==> config.mk <==
export PLATFORM = sky130hd
export DESIGN_NAME = edc_div
export DESIGN_NICKNAME = d
export VERILOG_FILES = /design/src/rtl/edc_div.sv
export SDC_FILE = /design/constraint.sdc
export NUM_CORES = 2
export LEC_CHECK = 0
export ABC_AREA = 0
export BUFFER_PORTS_ARGS = -buffer_cell sky130_fd_sc_hd__buf_2
export CORE_MARGIN = 8
export CORE_UTILIZATION = 60
export DETAILED_ROUTE_END_ITERATION = 10
export GPL_TIMING_DRIVEN = 0
export PLACE_DENSITY_LB_ADDON = 0.05
export SLEW_MARGIN = 10
export SYNTH_ARGS = -nofsm -noshare
export SYNTH_HDL_FRONTEND = slang
export SYNTH_SLANG_ARGS = --single-unit
==> constraint.sdc <==
create_clock -name clk -period 4.3 [get_ports clk]
set_input_delay 0.43 -clock clk [delete_from_list [all_inputs] [get_ports clk]]
set_output_delay 0.43 -clock clk [all_outputs]
set_load 0.02 [all_outputs]
==> src/rtl/edc_div.sv <==
// Pipelined restoring divider, one quotient bit per stage, several lanes.
// Standalone; the caller guarantees the starting remainder is below the divisor.
`default_nettype none
module edc_div #(
  parameter int LANES = 1,
  parameter int QW    = 31,
  parameter int DW    = 32,
  parameter int TW    = 1
) (
  input  logic                        clk,
  input  logic                        rst,
  input  logic                        in_valid,
  input  logic [LANES-1:0][DW-1:0]    in_rem,
  input  logic [LANES-1:0][QW-1:0]    in_low,
  input  logic [LANES-1:0][DW-1:0]    in_den,
  input  logic [TW-1:0]               in_tag,
  output logic                        out_valid,
  output logic [LANES-1:0][QW-1:0]    out_quo,
  output logic [TW-1:0]               out_tag
);
  logic [LANES-1:0][DW-1:0] rem_s [QW];
  logic [LANES-1:0][QW-1:0] low_s [QW];
  logic [LANES-1:0][DW-1:0] den_s [QW];
  logic [LANES-1:0][QW-1:0] quo_s [QW];
  logic [TW-1:0]            tag_s [QW];
  logic                     vld   [QW];

  for (genvar k = 0; k < QW; k++) begin : g_stage
    localparam int B = QW - 1 - k;
    logic [LANES-1:0][DW-1:0] src_rem;
    logic [LANES-1:0][QW-1:0] src_low;
    logic [LANES-1:0][DW-1:0] src_den;
    logic [LANES-1:0][QW-1:0] src_quo;
    logic [TW-1:0]            src_tag;
    logic                     src_vld;
    logic [LANES-1:0][DW:0]   rem2;

    if (k == 0) begin : g_first
      assign src_rem = in_rem;
      assign src_low = in_low;
      assign src_den = in_den;
      assign src_quo = '0;
      assign src_tag = in_tag;
      assign src_vld = in_valid;
    end else begin : g_next
      assign src_rem = rem_s[k-1];
      assign src_low = low_s[k-1];
      assign src_den = den_s[k-1];
      assign src_quo = quo_s[k-1];
      assign src_tag = tag_s[k-1];
      assign src_vld = vld[k-1];
    end

    always_comb begin
      for (int l = 0; l < LANES; l++) begin
        rem2[l] = {src_rem[l], src_low[l][B]};
      end
    end

    always_ff @(posedge clk) begin
      for (int l = 0; l < LANES; l++) begin
        if (rem2[l] >= {1'b0, src_den[l]}) begin
          rem_s[k][l] <= DW'(rem2[l] - {1'b0, src_den[l]});
          quo_s[k][l] <= src_quo[l] | (QW'(1) << B);
        end else begin
          rem_s[k][l] <= DW'(rem2[l]);
          quo_s[k][l] <= src_quo[l];
        end
      end
      low_s[k] <= src_low;
      den_s[k] <= src_den;
      tag_s[k] <= src_tag;
    end

    always_ff @(posedge clk) begin
      if (rst) begin
        vld[k] <= 1'b0;
      end else begin
        vld[k] <= src_vld;
      end
    end
  end

  assign out_valid = vld[QW-1];
  assign out_quo   = quo_s[QW-1];
  assign out_tag   = tag_s[QW-1];

endmodule
`default_nettype wire

Word-level counts from Yosys, hierarchy flattened
Memories as Yosys holds them, arrays and structs flattened.
Index checks and enable logic that the tools add are counted.
{"block": "totals", "n_memories": 6, "input_bits": 99, "latchBits": 0, "rom_bits": 0, "ramBits": 3968, "out_inout_bits": 33, "reg_bits": 0, "elab_cells": 350}
{"name": "den_s", "depth": 31, "word_bits": 32, "read_ports": 30, "rd_clocked_by_memory_dff": 0, "wr": 31, "line": "23", "text": "logic [LANES-1:0][DW-1:0] den_s [QW];"}
{"name": "rem_s", "depth": 31, "word_bits": 32, "read_ports": 30, "rd_clocked_by_memory_dff": 0, "wr": 31, "line": "21", "text": "logic [LANES-1:0][DW-1:0] rem_s [QW];"}
{"name": "low_s", "depth": 31, "word_bits": 31, "read_ports": 30, "rd_clocked_by_memory_dff": 0, "wr": 31, "line": "22", "text": "logic [LANES-1:0][QW-1:0] low_s [QW];"}
{"name": "quo_s", "depth": 31, "word_bits": 31, "read_ports": 31, "rd_clocked_by_memory_dff": 0, "wr": 31, "line": "24", "text": "logic [LANES-1:0][QW-1:0] quo_s [QW];"}
{"name": "tag_s", "depth": 31, "word_bits": 1, "read_ports": 31, "rd_clocked_by_memory_dff": 0, "wr": 31, "line": "25", "text": "logic [TW-1:0] tag_s [QW];"}
{"name": "vld", "depth": 31, "word_bits": 1, "read_ports": 31, "rd_clocked_by_memory_dff": 0, "wr": 31, "line": "26", "text": "logic vld [QW];"}
{"block": "op_classes", "shift": 0, "muxes": 189, "order_cmp": 31, "n_addsub": 31, "bitwise": 93, "n_div": 0, "n_eq_ne": 0, "reduce_logical": 0, "multipliers": 0}
{"cell": "33-bit by 32-bit >= comparator with 1-bit output", "n": 31}
{"cell": "32-bit two-way mux", "n": 31}
{"cell": "32-bit subtractor", "n": 31}
{"cell": "31-bit two-way mux", "n": 31}
{"cell": "1-bit two-way mux", "n": 127}
{"cell": "1-bit OR", "n": 93}

Longest topological paths before layout
An unclocked memory read counts as a cell.
{"block": "depth", "word_depth": 5, "mapped_depth": 16, "mapped_depth_nobuf": 14}

Worst setup path before layout
Ideal clock, no wire load.
{"block": "synth_timing", "path_type": "input to register", "from": "input in_den[1] in the netlist's numbering", "to": "memory rem_s[0][9] in the netlist's numbering", "stages": 13, "arrival_time_ps": 3210, "slack_ps": 967, "setup_ps": 123, "cell_sequence": "inv_1 ha_1 nor2b_1 o31ai_2 a21oi_1 a211oi_2 a21oi_1 a311o_1 a221o_1 a21o_1 a31oi_4 buf_4 mux2_1"}
{"item": "start, declared", "line": "15", "text": "input logic [LANES-1:0][DW-1:0] in_den,"}
{"item": "end, declared", "line": "21"}

==> results.json <==
{
  "status": "complete, no violations",
  "grt_max_degree": 17,
  "synth_nets": 13600,
  "postSynthCellCount": 12500,
  "p_seq_frac": 0.326,
  "critPathLaunchType": "register",
  "leakage_nw": 63.6,
  "drt-wirelength-per-cell_um": 19.1,
  "end_kind": "register",
  "synthArstFlopShare": 0,
  "grt-ovfl-total": 0,
  "core_sq_um": 202000,
  "synth_most_common_cell": "dfxtp_1",
  "min_period_over_period": 0.986,
  "drc_errors": 0,
  "route.vias.total": 89600,
  "cts_root_buf": "clkbuf_16",
  "hp-class": "input pin to register",
  "first_pass_iters": 7,
  "tightest_slew_ns": 1.32,
  "hpwl_um": 233000,
  "max_freq_mhz": 236,
  "drv_slew": 0,
  "fin_crit_ns": 4.24,
  "critPathKind": "register to register",
  "fp-row-count": 165,
  "placed_area_sq_um": 125000,
  "switching_share": 0.388,
  "design_area_sq_um": 137000,
  "grt_pass1_vias": 87200,
  "synth-main-ff-cell": "dfxtp_1",
  "power_frac_clock": 0.214,
  "slew_headroom": 0.111,
  "synth.lib_cells_used.distinct": 101,
  "htree_levels": 5,
  "drive_gt1_frac": 0.0855,
  "dp.cells": 15300,
  "hold_slack_ns": 0.130,
  "numCtsBuffers": 308,
  "ir_drop_uv": 564,
  "io_pins": 132,
  "routed_wl_um": 303000,
  "synth_area_sq_um": 121000,
  "start_util": 0.602,
  "vias_per_cell": 5.63,
  "setup-violations-final": 0,
  "synth_area_per_cell_sq_um": 9.74,
  "maxCapViolations": 0,
  "cp.required_ns": 5.06,
  "skew_ns": 0.0636,
  "port_buffers": 131,
  "finish.utilization": 0.678,
  "grt_pass1_wl_um": 472000,
  "grt.total_usage": 0.268,
  "synthTopCellsByCount": "2943 x dfxtp_1, 1253 x inv_1, 992 x ha_1, 955 x nand2_1, 911 x a21oi_1",
  "die_w_um": 466,
  "powerDensity_nw_per_um2": 900,
  "stdcell_count": 15900,
  "die_h_um": 466,
  "synth-seq-area-share": 0.486,
  "internal_power_mw": 75.3,
  "worstSkewPairLatency_ns": 0.92,
  "yosysTopAreaCell": "dfxtp_1",
  "drtIter0Drc": 7864,
  "yosys_register_bits": 2943,
  "synth_area_leaders": "dfxtp_1 49%, ha_1 10%, inv_1 3.9%",
  "die_area_sq_um": 217000,
  "cts_tree": "built",
  "grt_antenna_before_repair": 20,
  "power_switching_mw": 47.7,
  "critical_path_arrival_ns": 5.01,
  "synth_top_area_frac": 0.486,
  "share_comb_of_total_power": 0.460,
  "cp_max_fo": 4,
  "cts.clk_slew.worst_paths_ns": 0.07,
  "ant_nets": 0,
  "area_growth_syn_to_layout_pct": 12.6,
  "gp_congestion": 1.00,
  "hold_viol": 0,
  "synth_edf_count": 0,
  "cts_sinks": 2943,
  "nets": 14100,
  "power.total_mw": 123,
  "ys_warn_count": 0,
  "cts_max_path_buffers": 4
}
-- power by group through the flow --
stage	sequential, mW	clock, mW	combinational, mW
after floorplan	38.6	0	41.9
after global placement	40.5	0	53.8
after detailed placement	40.5	0	54.7
after CTS	40.2	26.8	55.5
after global routing	40.8	28.0	62.2
final	40.1	26.3	56.5
-- routing by layer --
| layer | track usage | wire [um] | vias up | part of all wire |
|---|---|---|---|---|
| li1 | - | - | 43900 | - |
| met1 | 0.373 | 139000 | 42200 | 0.46 |
| met2 | 0.431 | 135000 | 2889 | 0.45 |
| met3 | 0.0482 | 20800 | 564 | 0.068 |
| met4 | 0.0715 | 7940 | 8 | 0.026 |
| met5 | 0 | 52 | - | 0.00017 |
-- per-stage QoR --
step	setup WS [ns]	TNS, ns
after floorplan	0.967	0
after global placement	-0.272	-7.37
after detailed placement	-0.304	-10.03
after CTS	-0.133	-0.912
after global routing	-0.0195	-0.0427
final	0.0582	0
-- registers in the layout (all words and copies together) (netlist names) --
name   flops
rem_s    960
den_s    960
vld       31
tag_s     31
low_s    465
quo_s    496
-- cells by family (layout without fill, tap and decap cells) --
kind of cell	count (synthesis)	in the layout	share of synthesized area
xor gates and xnor gates	812	812	0.0586
adders and majority gates	1022	1022	0.107
buffers and inverters	1533	2285	0.0488
muxes	377	377	0.0354
DFF	2943	2943	0.486
other	0	11	0
and+or+nand+nor	2622	2622	0.102
AOI/OAI and AO/OA	3150	3150	0.162
-- cell usage in the layout (no fill, tap or decap), drive strengths merged, types with 33 or more instances in the layout --
| cell | count |
|---|---|
| o31ai | 60 |
| xnor2 | 462 |
| and2 | 42 |
| clkbuf | 629 |
| buf | 204 |
| xor2 | 350 |
| a21boi | 39 |
| o21a | 97 |
| nand4 | 153 |
| o21ai | 875 |
| nand3 | 190 |
| clkinv | 48 |
| o21bai | 116 |
| a21o | 504 |
| mux2 | 342 |
| a21oi | 915 |
| nor2b | 185 |
| nand2b | 132 |
| or3 | 41 |
| and3 | 96 |
| dlygate4sd3 | 97 |
| o211ai | 43 |
| nor3 | 117 |
| inv | 1265 |
| ha | 992 |
| dfxtp | 2943 |
| nand2 | 955 |
| mux2i | 35 |
| nor4 | 33 |
| nor2 | 556 |
| a211oi | 82 |
| a31oi | 115 |
-- path summary, 6_finish.rpt --
kind	startpoint	to	slack [ns]	depth (start not counted)
setup reg to reg	low_s[0][419]	rem_s[0][478]	0.06	14
setup / recovery	low_s[0][419]	rem_s[0][478]	0.06	14
hold reg to reg	low_s[0][78]	low_s[0][109]	0.29	0
hold / removal	in_rem[31]	rem_s[0][5]	0.13	5
-- worst max-delay path, cell delays in order (launching register included) --
cell and delay (ns):
dfxtp_1 0.39, inv_1 0.08, ha_1 0.23, fa_1 0.39
nand2b_1 0.17, a21oi_1 0.25, nor3_1 0.11, o41ai_1 0.60
a2111oi_0 0.22, nor3_1 0.59, a21bo_2 0.28, a31o_2 0.21
a41oi_1 0.14, xnor2_1 0.15, mux2_2 0.28
-- timing repair --
| item | CTS | global route |
|---|---|---|
| setup buffers | 0 | 1 |
| pin swaps | 0 | 1 |
| resized for setup | 21 | 90 |
| endpoints found under the setup margin | 112 | 433 |
| hold buffers | 97 | 0 |
| hold endpoints to repair | 102 | 0 |
-- final cells by class --
type                            count  area (sq um)
Tap cell                         2672          3340
Buffer                            280          1280
Sequential cell                  2943         58900
Multi-Input combinational cell   7983         56700
Antenna cell                       11          27.5
Timing Repair Buffer              229          1630
Inverter                         1253          4700
Fill cell                       15800         65000
Clock buffer                      421          8740
Clock inverter                    102          1340
(Power assumes the default switching activity.)
